## src/assert_macros.svh

```systemverilog
// Assertion macros shared by the spanning tree RTL.
// Bodies compile away when SYNTHESIS is defined.
`ifndef ASSERT_MACROS_SVH
`define ASSERT_MACROS_SVH
`ifndef SYNTHESIS
`define ASSERT_ALWAYS(label, clk, rst, expr) \
   label: assert property (@(posedge clk) disable iff (rst) (expr)) \
      else $error("assertion failed");
`define ASSERT_IMPLIES(label, clk, rst, ante, cons) \
   label: assert property (@(posedge clk) disable iff (rst) (ante) |-> (cons)) \
      else $error("assertion failed");
`define ASSERT_NEXT(label, clk, rst, ante, cons) \
   label: assert property (@(posedge clk) disable iff (rst) (ante) |=> (cons)) \
      else $error("assertion failed");
`else
`define ASSERT_ALWAYS(label, clk, rst, expr)
`define ASSERT_IMPLIES(label, clk, rst, ante, cons)
`define ASSERT_NEXT(label, clk, rst, ante, cons)
`endif
`endif

```

## src/mstp_pkg.sv

```systemverilog
// Shared constants, codes and control types of the spanning tree block.
// No dependencies.
`timescale 1ns / 1ps
`default_nettype none
package mstp_pkg;

   localparam int MAX_VERTICES = 64;
   localparam int WEIGHT_BITS  = 32;

   localparam int VTX_W      = $clog2(MAX_VERTICES);
   localparam int CNT_W      = $clog2(MAX_VERTICES + 1);
   localparam int ADDR_W     = $clog2(MAX_VERTICES * MAX_VERTICES);
   localparam int PORT_VTX_W = 6;
   localparam int PORT_WT_W  = 32;
   localparam int CMP_W      = (WEIGHT_BITS > PORT_WT_W) ? WEIGHT_BITS : PORT_WT_W;
   localparam int VCOUNT_W   = 7;
   localparam int COST_W     = 38;
   localparam int CSR_IDX_W  = 1;

   localparam logic [COST_W-1:0]    COST_MAX     = '1;
   localparam logic [VCOUNT_W-1:0]  VCOUNT_RESET = 7'd64;
   localparam logic [PORT_WT_W-1:0] INF_RESET    = 32'd256000000;

   typedef enum logic [CSR_IDX_W-1:0] {
      CSR_VERTEX_COUNT = 1'b0,
      CSR_INFINITY     = 1'b1
   } csr_index_type;

   typedef enum logic {
      REQ_WRITE = 1'b0,
      REQ_RUN   = 1'b1
   } req_kind_type;

   typedef enum logic [4:0] {
      ST_IDLE  = 5'b00001,
      ST_CHECK = 5'b00010,
      ST_SCAN  = 5'b00100,
      ST_DRAIN = 5'b01000,
      ST_EMIT  = 5'b10000
   } state_type;

   typedef struct packed {
      logic write_entry;
      logic load_run;
      logic set_start;
      logic begin_scan;
      logic scan_step;
      logic emit_edge;
      logic emit_bad;
   } cmd_type;

   typedef struct packed {
      logic start_bad;
      logic single;
      logic scan_end;
      logic found;
      logic run_last;
   } status_type;

endpackage
`default_nettype wire

```

## src/mstp_ctrl.sv

```systemverilog
// Sequencer of the spanning tree block: run setup, scan, drain and emit.
// Depends on mstp_pkg.
`timescale 1ns / 1ps
`default_nettype none
module mstp_ctrl (
   input  wire logic                 clock,
   input  wire logic                 reset,
   input  wire logic                 start,
   input  wire logic                 req_type,
   input  wire mstp_pkg::status_type sts,
   output mstp_pkg::cmd_type         cmd,
   output logic                      busy
);

   mstp_pkg::state_type state_ff, state_in;

   always_ff @(posedge clock) begin
      if (reset) begin
         state_ff <= mstp_pkg::ST_IDLE;
      end else begin
         state_ff <= state_in;
      end
   end

   always_comb begin
      state_in = state_ff;
      cmd      = '0;
      unique case (state_ff)
         mstp_pkg::ST_IDLE: begin
            if (start) begin
               if (req_type == mstp_pkg::REQ_RUN) begin
                  cmd.load_run = 1'b1;
                  state_in     = mstp_pkg::ST_CHECK;
               end else begin
                  cmd.write_entry = 1'b1;
               end
            end
         end
         mstp_pkg::ST_CHECK: begin
            if (sts.start_bad) begin
               cmd.emit_bad = 1'b1;
               state_in     = mstp_pkg::ST_IDLE;
            end else if (sts.single) begin
               state_in = mstp_pkg::ST_IDLE;
            end else begin
               cmd.set_start  = 1'b1;
               cmd.begin_scan = 1'b1;
               state_in       = mstp_pkg::ST_SCAN;
            end
         end
         mstp_pkg::ST_SCAN: begin
            cmd.scan_step = 1'b1;
            if (sts.scan_end) begin
               state_in = mstp_pkg::ST_DRAIN;
            end
         end
         mstp_pkg::ST_DRAIN: begin
            state_in = mstp_pkg::ST_EMIT;
         end
         mstp_pkg::ST_EMIT: begin
            cmd.emit_edge = 1'b1;
            if (!sts.found || sts.run_last) begin
               state_in = mstp_pkg::ST_IDLE;
            end else begin
               cmd.begin_scan = 1'b1;
               state_in       = mstp_pkg::ST_SCAN;
            end
         end
         default: begin
            state_in = mstp_pkg::ST_IDLE;
         end
      endcase
   end

   assign busy = (state_ff != mstp_pkg::ST_IDLE);

endmodule
`default_nettype wire

```

## config.mk

```make
export PLATFORM = sky130hd
export DESIGN_NAME = mstp_ctrl
export DESIGN_NICKNAME = d
export VERILOG_FILES = /design/src/assert_macros.svh /design/src/mstp_pkg.sv /design/src/mstp_ctrl.sv
export SDC_FILE = /design/constraint.sdc
export NUM_CORES = 1
export LEC_CHECK = 0
export BUFFER_PORTS_ARGS = -buffer_cell sky130_fd_sc_hd__buf_2
export CAP_MARGIN = 20
export CORE_AREA = 2 2 39 41
export CTS_CLUSTER_DIAMETER = 30
export DETAILED_ROUTE_END_ITERATION = 10
export DIE_AREA = 0 0 41 43
export SLEW_MARGIN = 25
export SYNTH_ARGS = -nofsm -noshare
export SYNTH_HDL_FRONTEND = slang
export SYNTH_SLANG_ARGS = --single-unit
export TNS_END_PERCENT = 20
```

## constraint.sdc

```tcl
create_clock -name clock -period 1.8 [get_ports clock]
set_input_delay 0 -clock clock [delete_from_list [all_inputs] [get_ports clock]]
set_output_delay 0 -clock clock [all_outputs]
set_load 0.01 [all_outputs]
```

; After elaboration in Yosys (flattened, before gate mapping)
; Cells that the tools add are included.
[op_classes]
n_eq_ne = 9
reduce_logical = 3
mux = 20
[op_table]
columns = operator, n
row1 = $pmux W5 S5, 1
row2 = $mux W5, 4
row3 = $mux W1, 8
row4 = $mux W2, 4
row5 = $mux W3, 2
row6 = $ne A2 B2 Y1 const B, 3
row7 = $eq A5 B1 Y1 const B, 1
row8 = $eq A5 B2 Y1 const B, 1
row9 = $eq A5 B3 Y1 const B, 1
row10 = $eq A5 B4 Y1 const B, 1
row11 = $eq A5 B5 Y1 const B, 1
row12 = $ne A5 B1 Y1 const B, 1
row13 = $reduce_and A3 Y1, 1
row14 = $pmux W1 S2, 1
row15 = $logic_not A1 Y1, 1
row16 = $logic_or A1 B1 Y1, 1
[word_totals]
regBits = 5
out_inout_bits = 8

; Longest topological paths before layout
; Gate-level depths: netlist of run 1.
[logic_depth]
depth_word = 4
mapped_depth = 4
ltp_nobuf = 3

; Worst setup path before layout of run 1
; OpenSTA, ideal clock, no wires.
[synth_path]
path_type = register to register
startpoint = register state_ff[4]
endpoint = register state_ff[0]
path_slack_ns = 0.300
stages_incl_launch_ff = 4
t_arrival_ns = 1.368
t_required_ns = 1.668
path_buffers = 0
cell_sequence = dfxtp_1 or4b_4 a2111oi_4 o21ai_1
[synth_via]
elab_chain_len = 3
elab_cells_between_ends = 10
[synth_rtl]
columns = item, line
row1 = "start, declared", mstp_ctrl.sv:15  ; mstp_pkg::state_type state_ff, state_in;
row2 = "start signal, assigned", mstp_ctrl.sv:19  ; state_ff <= mstp_pkg::ST_IDLE;
row3 = "start signal, assigned", mstp_ctrl.sv:21  ; state_ff <= state_in;
row4 = $eq A5 B3 Y1 or $eq A5 B1 Y1 (tied branches), mstp_ctrl.sv:28  ; unique case (state_ff)
row5 = $ne A2 B2 Y1 (no line), n/a
row6 = $reduce_and A3 Y1 (no line), n/a
; Several ways; a longest one is shown, not always the timed one.
; A chain may end at the register's enable or synchronous reset.

==> results by group, run 1 <==
Global routing
  • Global-route wire length before repair: 1.07 mm
  • Gr usage total: 0.0925
  • Vias in the first global route: a little under 300
  • Number of antenna violations at the first check in global routing: 0
  • Grt ovf: 0
  • Maximum number of pins on one net before global-route repair: 9

Routing
  • Final wirelength: around 740 µm
  • Count of TritonRoute iterations in the first routing pass: 2
  • Vias: around 320
  • Final ANT Viol Nets: 0
  • Via density per instance: approximately 4.7
  • Detailed router's first-iteration violation count: 3
  • DRC violation count after routing: 0
  • Avg WL per Cell: 10.7 µm

Synthesis
  • EDFF count, synth: 0
  • Yosys warning count: 0
  • Avg Inst Size Synth: between 9 and 10 µm²
  • Cell count after synthesis: 34
  • Prevailing post-synth register cell: sky130_fd_sc_hd__dfxtp_1
  • Cell types with the largest area share after synthesis: sky130_fd_sc_hd__dfxtp_1, sky130_fd_sc_hd__a2111oi_4, sky130_fd_sc_hd__nor2_1, sky130_fd_sc_hd__nor4b_1, sky130_fd_sc_hd__nor3b_1
  • Number of distinct library cell variants in the gate-level netlist after synthesis: 22
  • Post-Synthesis Net Count: 43
  • Largest area contributor in the netlist: sky130_fd_sc_hd__dfxtp_1
  • Sequential area share after synthesis: 0.323
  • Synth async-reset ratio: 0
  • Flip-flop and latch count after synthesis: 5
  • Synth top area share: 0.323
  • Netlist area before placement: slightly above 300 µm²

Critical path
  • Count of buffer and inverter cells on the critical path: 1
  • Crit path required time: roughly 1.8 ns
  • Worst path slowest cell: sky130_fd_sc_hd__or4b_4
  • Crit-path leading delay family: simple AND/OR/NAND/NOR gates
  • CP Launch Type: flip-flop
  • Worst Setup SP: state_ff[4]
  • Endpoint kind of the worst setup timing path: output pin
  • Crit path cell chain: or4b_4, a2111oi_4, buf_2
  • Max stage delay on crit path: approximately 0.56 ns
  • Setup CP Type: reg2out
  • Crit Path Max Fanout: 6
  • Critical path data arrival time: ~1.7 ns
  • Launch point of the worst reg-to-reg path: state_ff[4]

Clocking
  • Worst-skew pair later-pin latency: approximately 0.23 ns
  • Register clock-pin slew on the reported worst setup and hold paths: roughly 0.04 ns
  • Num CTS Buffers: 3
  • Max Buffers Root-to-Sink: 2
  • CTS H-tree depth: 1
  • CTS sink count: 5
  • Root Buffer Master: sky130_fd_sc_hd__clkbuf_4
  • TritonCTS clock tree: yes

Status
  • Outcome: finished clean

Final layout
  • Fill cells: ~150
  • Area of combinational cells with multiple inputs: 195 µm²
  • Share of layout cells above drive strength 1: 0.396
  • Antenna cells: 0
  • Most flop-heavy register: state_ff
  • Number of standard cells in the final layout excluding fillers: 69
  • Number of flip-flops under the largest register name: 5
  • Area Growth Syn to Fin: 40.3%
  • Largest registers in the final layout: state_ff x5
  • Total Nets Final: between 60 and 70
  • Area taken by flip-flops and latches: around 100 µm²

Pwr
  • Standby leakage power: 0.000192 µW
  • Pwr/cell area: 661 mW/mm²
  • Worst IR drop on VDD: 243 µV
  • Overall power of the completed layout: ~290 µW

Floorplanning
  • Die outline width: 41 µm
  • Initial cell density of the core: 0.224
  • Area of the placeable core: about 0.0014 mm²
  • Number of top-level pins: 17
  • Floorplan die height: ~43 µm
  • Area of the die: 0.00176 mm²
  • Site Rows: 14

Hold path
  • Beginning of the worst hold path: sts[2]
  • Worst hold path type: in2reg

STA
  • Setup skew after layout: 0.00335 ns
  • Setup repair after global routing missed its margin: false
  • Slew Limit Fails: 0
  • Final period util: 0.937
  • Total negative setup slack: 0 ns
  • Final Hold Vio Count: 0
  • Setup-violating endpoint count in the final report: 0
  • Slew at the pin closest to its max-slew limit: 0.325 ns
  • Clock period minus worst slack: about 1.7 ns
  • Peak Freq: between 500 and 600 MHz
  • Worst slew margin relative to its limit: 0.783

Place
  • Port Buffer Count: 16
  • Post-detailed-placement half-perimeter wirelength: 605 µm
  • Cell count after placement: 64
  • RePlAce Congestion: around 0.72

Job
  • Max-cap violations: 0
==> cells by family after synthesis <==
group	Yosys count	synth area share
compound gates	6	0.206
xor+xnor	1	0.0282
buf+inv	3	0.0484
flops	5	0.323
simple gates	19	0.395
==> metrics by stage <==
step	cell area, µm²	hold slack, ns	worst slack (ns)	util
after CTS	435	0.00722	0.0967	0.315
after detailed placement	399	0.212	0.303	0.288
final	435	0.0201	0.114	0.315
after floorplan	310	0.0503	0.300	-
after global routing	435	0.0213	0.0397	0.315
after global placement	399	0.209	0.355	0.288
==> final cells by class <==
type                       instances  area share
inverter                           1     0.00862
multi-input combinational         26       0.448
sequential                         5       0.230
clock buffer                       4      0.0603
timing repair buffer              17       0.207
tap                               16      0.0460
==> Yosys cell counts, types with 2 or more instances <==
| cell type | instances |
|---|---|
| sky130_fd_sc_hd__dfxtp_1 | 5 |
| sky130_fd_sc_hd__nor2_1 | 5 |
| sky130_fd_sc_hd__nand3_1 | 2 |
| sky130_fd_sc_hd__nor3_1 | 2 |
| sky130_fd_sc_hd__nor3b_1 | 2 |
| sky130_fd_sc_hd__nor4b_1 | 2 |
==> routing by layer <==
layer / wire, µm / track usage
met1: 325 / 0.0935
met5: 0 / 0
met4: 0 / 0.0800
met3: 49 / 0.0366
met2: 366 / 0.138
==> where the power goes <==
group / total (µW) / leakage, µW / switching [µW] / internal [µW]
Sequential: 121 / 0.0000406 / 6.94 / 114
Combinational: 42.9 / 0.000136 / 21.1 / 21.8
Clock: 124 / 0.0000150 / 40.1 / 83.4
Total: 288 / 0.000192 / 68.1 / 220
==> cell usage in the layout, fill, tap and decap left out, types with 2 or more instances in the layout <==
master / netlist / final
sky130_fd_sc_hd__buf_2: 0 / 16
sky130_fd_sc_hd__nor4b_1: 2 / 2
sky130_fd_sc_hd__nor3_1: 2 / 2
sky130_fd_sc_hd__nor2_1: 5 / 5
sky130_fd_sc_hd__dfxtp_1: 5 / 5
sky130_fd_sc_hd__clkbuf_4: 0 / 3
sky130_fd_sc_hd__nor3b_1: 2 / 2
sky130_fd_sc_hd__nand3_1: 2 / 2
==> what timing repair did <==
action	CTS	global route
hold endpoints to repair	2	0
buffers inserted	0	0
hold buffers	1	0
resized for setup	0	0
==> path summary, 6_finish.rpt <==
path / to / slack, ns / cells past startpoint
hold reg to reg: state_ff[4] / 0.62 / 1
setup / recovery: cmd[3] / 0.11 / 3
setup reg to reg: state_ff[0] / 0.31 / 3
hold / removal: state_ff[3] / 0.02 / 2
(Power assumes the default switching activity.)
==> run 2, diff against run 1 <==
Settings changed: CORE_AREA 2 2 39 41 to 4 4 41 43, DIE_AREA 0 0 41 43 to 0 0 45 47.
==> results by group, run 2 (synthesized netlist as in run 1, its figures left out) <==
Routing
  • Final wirelength: 729 µm (-1.5%)
  • Avg WL per Cell: 10.7 µm (about the same)
  • DRC violation count after routing: 0 (unchanged)
  • Detailed router's first-iteration violation count: 4 (+1)
  • Final ANT Viol Nets: 0 (unchanged)
  • Count of TritonRoute iterations in the first routing pass: 4 (+2)
  • Via density per instance: 4.88 (+4.9%)
  • Vias: 332 (+3.4%)

Critical path
  • Max stage delay on crit path: 0.56 ns (about the same)
  • CP Launch Type: flip-flop
  • Crit path cell chain: or4b_4, a2111oi_4, buf_2
  • Worst path slowest cell: sky130_fd_sc_hd__or4b_4
  • Critical path data arrival time: 1.68 ns (about the same)
  • Crit Path Max Fanout: 6 (unchanged)
  • Setup CP Type: reg2out
  • Endpoint kind of the worst setup timing path: output pin
  • Crit path required time: 1.80 ns (about the same)

Floorplanning
  • Floorplan die height: 47 µm (+9.3%)
  • Site Rows: 13 (-1)
  • Initial cell density of the core: 0.238 (+0.0142)
  • Die outline width: 45 µm (+9.8%)
  • Area of the die: 0.00212 mm² (+20%)
  • Number of top-level pins: 17 (unchanged)
  • Area of the placeable core: 0.00130 mm² (-6.0%)

Clocking
  • TritonCTS clock tree: yes
  • Root Buffer Master: sky130_fd_sc_hd__clkbuf_4
  • CTS sink count: 5 (unchanged)
  • Post-CTS setup buffer count: 0 (unchanged)
  • CTS H-tree depth: 1 (unchanged)
  • Register clock-pin slew on the reported worst setup and hold paths: 0.04 ns (about the same)
  • Hold buffer count at cts: 1 (unchanged)
  • Num CTS Buffers: 3 (unchanged)
  • Max Buffers Root-to-Sink: 2 (unchanged)
  • Worst-skew pair later-pin latency: 0.24 ns (about the same)
  • CTS-repair resized insts: 0 (unchanged)

Pwr
  • Internal power consumption: 220 µW (+0.15%)
  • Power share of the sequential group: 0.411 (-0.011)
  • Switching share of total power: 0.253 (+0.0159)
  • Pwr/cell area: 678 mW/mm² (+2.6%)
  • Clk pwr share: 0.442 (+0.013)
  • Part of the power in combinational logic: 0.147 (-0.002)
  • Worst IR drop on VDD: 288 µV (+19%)
  • Standby leakage power: 0.000192 µW (unchanged)
  • Switching power summed over all nets: 74.4 µW (+9.2%)

Global routing
  • Gr usage total: 0.0798 (-0.0127)
  • Vias in the first global route: 287 (-3.0%)
  • Maximum number of pins on one net before global-route repair: 9 (unchanged)
  • Number of antenna violations at the first check in global routing: 0 (unchanged)
  • Grt ovf: 0 (unchanged)
  • Global-route wire length before repair: 1.22 mm (+14%)

STA
  • Clock period minus worst slack: 1.68 ns (-0.00235 ns)
  • Slew at the pin closest to its max-slew limit: 0.317 ns (-0.00725 ns)
  • Setup skew after layout: 0.000902 ns (-0.00244 ns)
  • Final period util: 0.936 (-0.00130)
  • Setup-violating endpoint count in the final report: 0 (unchanged)
  • Slew Limit Fails: 0 (unchanged)
  • Setup repair after global routing missed its margin: false
  • Worst slew margin relative to its limit: 0.788 (+0.00484)
  • Final Hold Vio Count: 0 (unchanged)
  • Peak Freq: 594 MHz (+0.14%)
  • Hold slack final: 0.000514 ns (-0.0196 ns)
  • Total negative setup slack: 0 ns (unchanged)

Final layout
  • Most frequent standard cell in the layout excluding fill and tap cells: sky130_fd_sc_hd__buf_2
  • Most frequent cells in the layout: sky130_fd_sc_hd__buf_2, sky130_fd_sc_hd__nor2_1, sky130_fd_sc_hd__dfxtp_1
  • Most flop-heavy register: state_ff
  • Fill cells: 146 (-3.9%)
  • Share of layout cells above drive strength 1: 0.396 (unchanged)
  • Largest registers in the final layout: state_ff x5
  • Antenna cells: 0 (unchanged)
  • Number of flip-flops under the largest register name: 5 (unchanged)
  • Area Growth Syn to Fin: 39.9%
  • Total Nets Final: 63 (unchanged)

Place
  • Port Buffer Count: 16 (unchanged)
  • Post-detailed-placement half-perimeter wirelength: 572 µm (-5.4%)
  • RePlAce Congestion: 0.791 (+11%)

Job
  • Max-cap violations: 0 (unchanged)

Hold path
  • Worst hold path type: in2reg

Status
  • Outcome: finished clean
## run 2: cell counts in the layout (fill, tap and decap cells not counted)
No cell type changed its count.
## run 2: worst paths after layout
check / slack (ns) / from / to / cells after the start
worst max-delay path: 0.12 / state_ff[4] / cmd[3] / 3
worst min-delay path: 0.0005 / sts[2] / state_ff[3] / 2
worst max register to register: 0.30 / state_ff[4] / state_ff[0] / 3
worst min register to register: 0.62 / state_ff[3] / state_ff[4] / 1
## run 2: area by class of cell
class                      count  area, µm²  share of cell area
tap                           15       18.8              0.0432
timing repair buffer          17       90.1               0.207
multi-input combinational     26        195               0.450
inverter                       1       3.75             0.00865
clock buffer                   4       26.3              0.0605
sequential                     5        100               0.231
## run 2: power by group through the flow
stage	sequential, µW	clock, µW	combinational [µW]
floorplan	118	0	27.6
global placement	123	0	41.9
detailed placement	123	0	41.7
CTS	121	134	43.4
global route	121	142	48.8
finish	121	130	43.2
## run 2: routing by layer
metal  vias up  GRT usage  part of all wire
met5         -          0                 0
met2        17     0.0932              0.38
li1        167          -                 -
met4         0     0.0526             0.021
met1       146      0.118              0.48
met3         2     0.0268              0.12
## run 2: through the flow
stage | power [µW] | util | instances | area, µm² | worst slack, ns
floorplan | 145 | - | 34 | 310 | 0.300
global placement | 165 | 0.306 | 63 | 398 | 0.355
detailed placement | 165 | 0.306 | 63 | 398 | 0.316
CTS | 298 | 0.334 | 68 | 434 | 0.116
global route | 312 | 0.334 | 68 | 434 | 0.0713
finish | 294 | 0.334 | 68 | 434 | 0.116
## run 2: worst max-delay path: cells and delay by family (launching register included)
family / cells / cell delay (ns)
simple gates: 1 / 0.56
compound gates: 1 / 0.35
flops: 1 / 0.34
buf+inv: 1 / 0.20
==> run 3, diff against run 2 <==
Settings changed: BUFFER_PORTS_ARGS -buffer_cell sky130_fd_sc_hd__buf_2 to -buffer_cell sky130_fd_sc_hd__clkbuf_2, SLEW_MARGIN 25 to 5.
==> results by group, run 3 (synthesized netlist as in run 1, its figures left out) <==
Status
  • Outcome: finished clean

STA
  • Setup-violating endpoint count in the final report: 0 (unchanged)
  • Setup repair after global routing missed its margin: false
  • Slew Limit Fails: 0 (unchanged)
  • Total negative setup slack: 0 ns (unchanged)
  • Post-route setup slack: 0.114 ns (-0.00230 ns)
  • Final period util: 0.937 (+0.00128)
  • Clock period minus worst slack: 1.69 ns (+0.00230 ns)
  • Peak Freq: 593 MHz (-0.14%)
  • Slew at the pin closest to its max-slew limit: 0.326 ns (+0.00873 ns)
  • Final Hold Vio Count: 0 (unchanged)
  • Worst slew margin relative to its limit: 0.782 (-0.00583)
  • Setup skew after layout: 0.00194 ns (+0.00104 ns)

Clocking
  • Post-CTS setup buffer count: 0 (unchanged)
  • CTS H-tree depth: 1 (unchanged)
  • Max Buffers Root-to-Sink: 2 (unchanged)
  • TritonCTS clock tree: yes
  • Register clock-pin slew on the reported worst setup and hold paths: 0.04 ns (about the same)
  • CTS sink count: 5 (unchanged)
  • Root Buffer Master: sky130_fd_sc_hd__clkbuf_4
  • Num CTS Buffers: 3 (unchanged)
  • Worst-skew pair later-pin latency: 0.24 ns (about the same)

Routing
  • Via density per instance: 4.91 (+0.63%)
  • WL met1: 357 µm (+2.6%)
  • Vias: 339 (+2.1%)
  • Final wirelength: 788 µm (+8.1%)
  • Avg WL per Cell: 11.4 µm (+6.5%)
  • Final ANT Viol Nets: 0 (unchanged)
  • Detailed router's first-iteration violation count: 2 (-2)
  • Met3 WL: 79 µm (-7.1%)
  • Count of TritonRoute iterations in the first routing pass: 4 (unchanged)
  • DRC violation count after routing: 0 (unchanged)
  • Top routing layer used: met4
  • WL met2: 335 µm (+20%)

Pwr
  • Worst IR drop on VDD: 207 µV (-28%)
  • Switching power summed over all nets: 77.2 µW (+3.8%)
  • Part of the power in combinational logic: 0.154 (+0.007)
  • Switching share of total power: 0.259 (+0.00590)
  • Internal power consumption: 221 µW (+0.62%)
  • Power share of the sequential group: 0.406 (-0.005)
  • Pwr/cell area: 672 mW/mm² (-0.87%)
  • Standby leakage power: 0.000192 µW (-0.11%)
  • Clk pwr share: 0.440 (-0.002)

Final layout
  • Number of standard cells in the final layout excluding fillers: 69 (+1.5%)
  • Antenna cells: 0 (unchanged)
  • Final core occ: 0.341 (+0.00769)
  • Area taken by flip-flops and latches: 100 µm² (unchanged)
  • Total Nets Final: 64 (+1.6%)
  • Share of layout cells above drive strength 1: 0.389 (-0.00734)
  • Fill cells: 139 (-4.8%)
  • Most flop-heavy register: state_ff
  • Area Growth Syn to Fin: 43.1%
  • Most frequent cells in the layout: sky130_fd_sc_hd__clkbuf_2, sky130_fd_sc_hd__nor2_1, sky130_fd_sc_hd__dfxtp_1
  • Most frequent standard cell in the layout excluding fill and tap cells: sky130_fd_sc_hd__clkbuf_2
  • Largest registers in the final layout: state_ff x5
  • Number of flip-flops under the largest register name: 5 (unchanged)
  • Area of combinational cells with multiple inputs: 195 µm² (unchanged)

Floorplanning
  • Area of the placeable core: 0.00130 mm² (unchanged)
  • Initial cell density of the core: 0.238 (unchanged)
  • Number of top-level pins: 17 (unchanged)
  • Floorplan die height: 47 µm (unchanged)
  • Site Rows: 13 (unchanged)
  • Die outline width: 45 µm (unchanged)
  • Area of the die: 0.00212 mm² (unchanged)

Hold path
  • Beginning of the worst hold path: start
  • Worst hold path type: in2reg
  • Cell count of the worst hold path: 3 (+1)
  • Worst-case hold path end point: state_ff[1]

Critical path
  • Max stage delay on crit path: 0.56 ns (about the same)
  • Setup CP Type: reg2out
  • FF-to-FF path depth: 3 (unchanged)
  • Worst reg2reg setup slack: 0.30 ns (about the same)
  • Critical path data arrival time: 1.69 ns (about the same)
  • Worst path slowest cell: sky130_fd_sc_hd__or4b_4
  • Crit path cell chain: or4b_4, a2111oi_4, clkbuf_2
  • Endpoint kind of the worst setup timing path: output pin
  • Worst reg2reg endpoint: state_ff[0]
  • Count of buffer and inverter cells on the critical path: 1 (unchanged)
  • Launch point of the worst reg-to-reg path: state_ff[4]
  • CP Launch Type: flip-flop
  • Crit path required time: 1.80 ns (about the same)
  • Crit Path Max Fanout: 6 (unchanged)
  • Crit-path leading delay family: simple AND/OR/NAND/NOR gates

Place
  • Post-detailed-placement half-perimeter wirelength: 605 µm (+5.7%)
  • RePlAce Congestion: 0.786 (-0.53%)
  • Port Buffer Count: 16 (unchanged)
  • Cell count after placement: 63 (unchanged)
  • Post-Place Worst Slack: 0.308 ns (-0.00805 ns)

Global routing
  • Vias in the first global route: 334 (+16%)
  • Gr usage total: 0.0877 (+0.00797)
  • Global-route wire length before repair: 1.34 mm (+9.6%)
  • Number of antenna violations at the first check in global routing: 0 (unchanged)
  • Maximum number of pins on one net before global-route repair: 9 (unchanged)
  • Grt ovf: 0 (unchanged)

Job
  • Max-cap violations: 0 (unchanged)
## run 3: cell count changes in the layout (fill, tap and decap cells not counted), sizes merged
cell / previous run / this run
buf: 16 / 0
clkbuf: 4 / 20
dlygate4sd3: 1 / 2
## run 3: area by class of cell
cell class	count	area share
clock buffers	4	0.0592
inverters	1	0.00845
multi-input cells	26	0.439
flip-flops and latches	5	0.225
well taps	15	0.0423
repair buffers	18	0.225
## run 3: worst max-delay path by stage
stage,startpoint,endpoint,slack (ns),cells past startpoint
2_1_floorplan,state_ff[4],state_ff[0],0.30,3
6_report,state_ff[4],cmd[3],0.11,3
3_3_place_gp,state_ff[4],state_ff[0],0.35,3
5_1_grt,state_ff[1],cmd[3],0.04,3
4_1_cts,state_ff[4],cmd[3],0.1,3
3_5_place_dp,state_ff[4],state_ff[0],0.31,3
## run 3: through the flow
step	power (µW)	instance area (µm²)	hold WS, ns
after floorplan	145	310	0.0503
after global placement	165	398	0.210
after detailed placement	165	398	0.211
after CTS	306	444	0.0325
after global routing	317	444	0.0870
final	299	444	0.0443
## run 3: worst reg2reg max path: cells and delay by family (launching register included)
kind | cells | cell delay, ns
simple gates | 1 | 0.56
compound gates | 2 | 0.47
flops | 1 | 0.34
## run 3: power groups by stage
| stage | clock [µW] | sequential (µW) | combinational [µW] |
|---|---|---|---|
| global placement | 0 | 123 | 42.0 |
| CTS | 139 | 121 | 45.9 |
| finish | 131 | 121 | 46.0 |
| floorplan | 0 | 118 | 27.6 |
| detailed placement | 0 | 123 | 42.3 |
| global route | 144 | 122 | 50.9 |
## run 3: layer usage
metal | vias to the layer above | track usage
li1 | 168 | -
met1 | 156 | 0.103
met2 | 13 | 0.141
met3 | 2 | 0.0268
met4 | 0 | 0.0526
met5 | - | 0
## run 3: what timing repair did
| item | in CTS | in global routing |
|---|---|---|
| setup endpoints to repair | 0 | 0 |
| gates resized for setup | 0 | 0 |
| hold buffers | 2 | 0 |
| hold endpoints to repair | 3 | 0 |
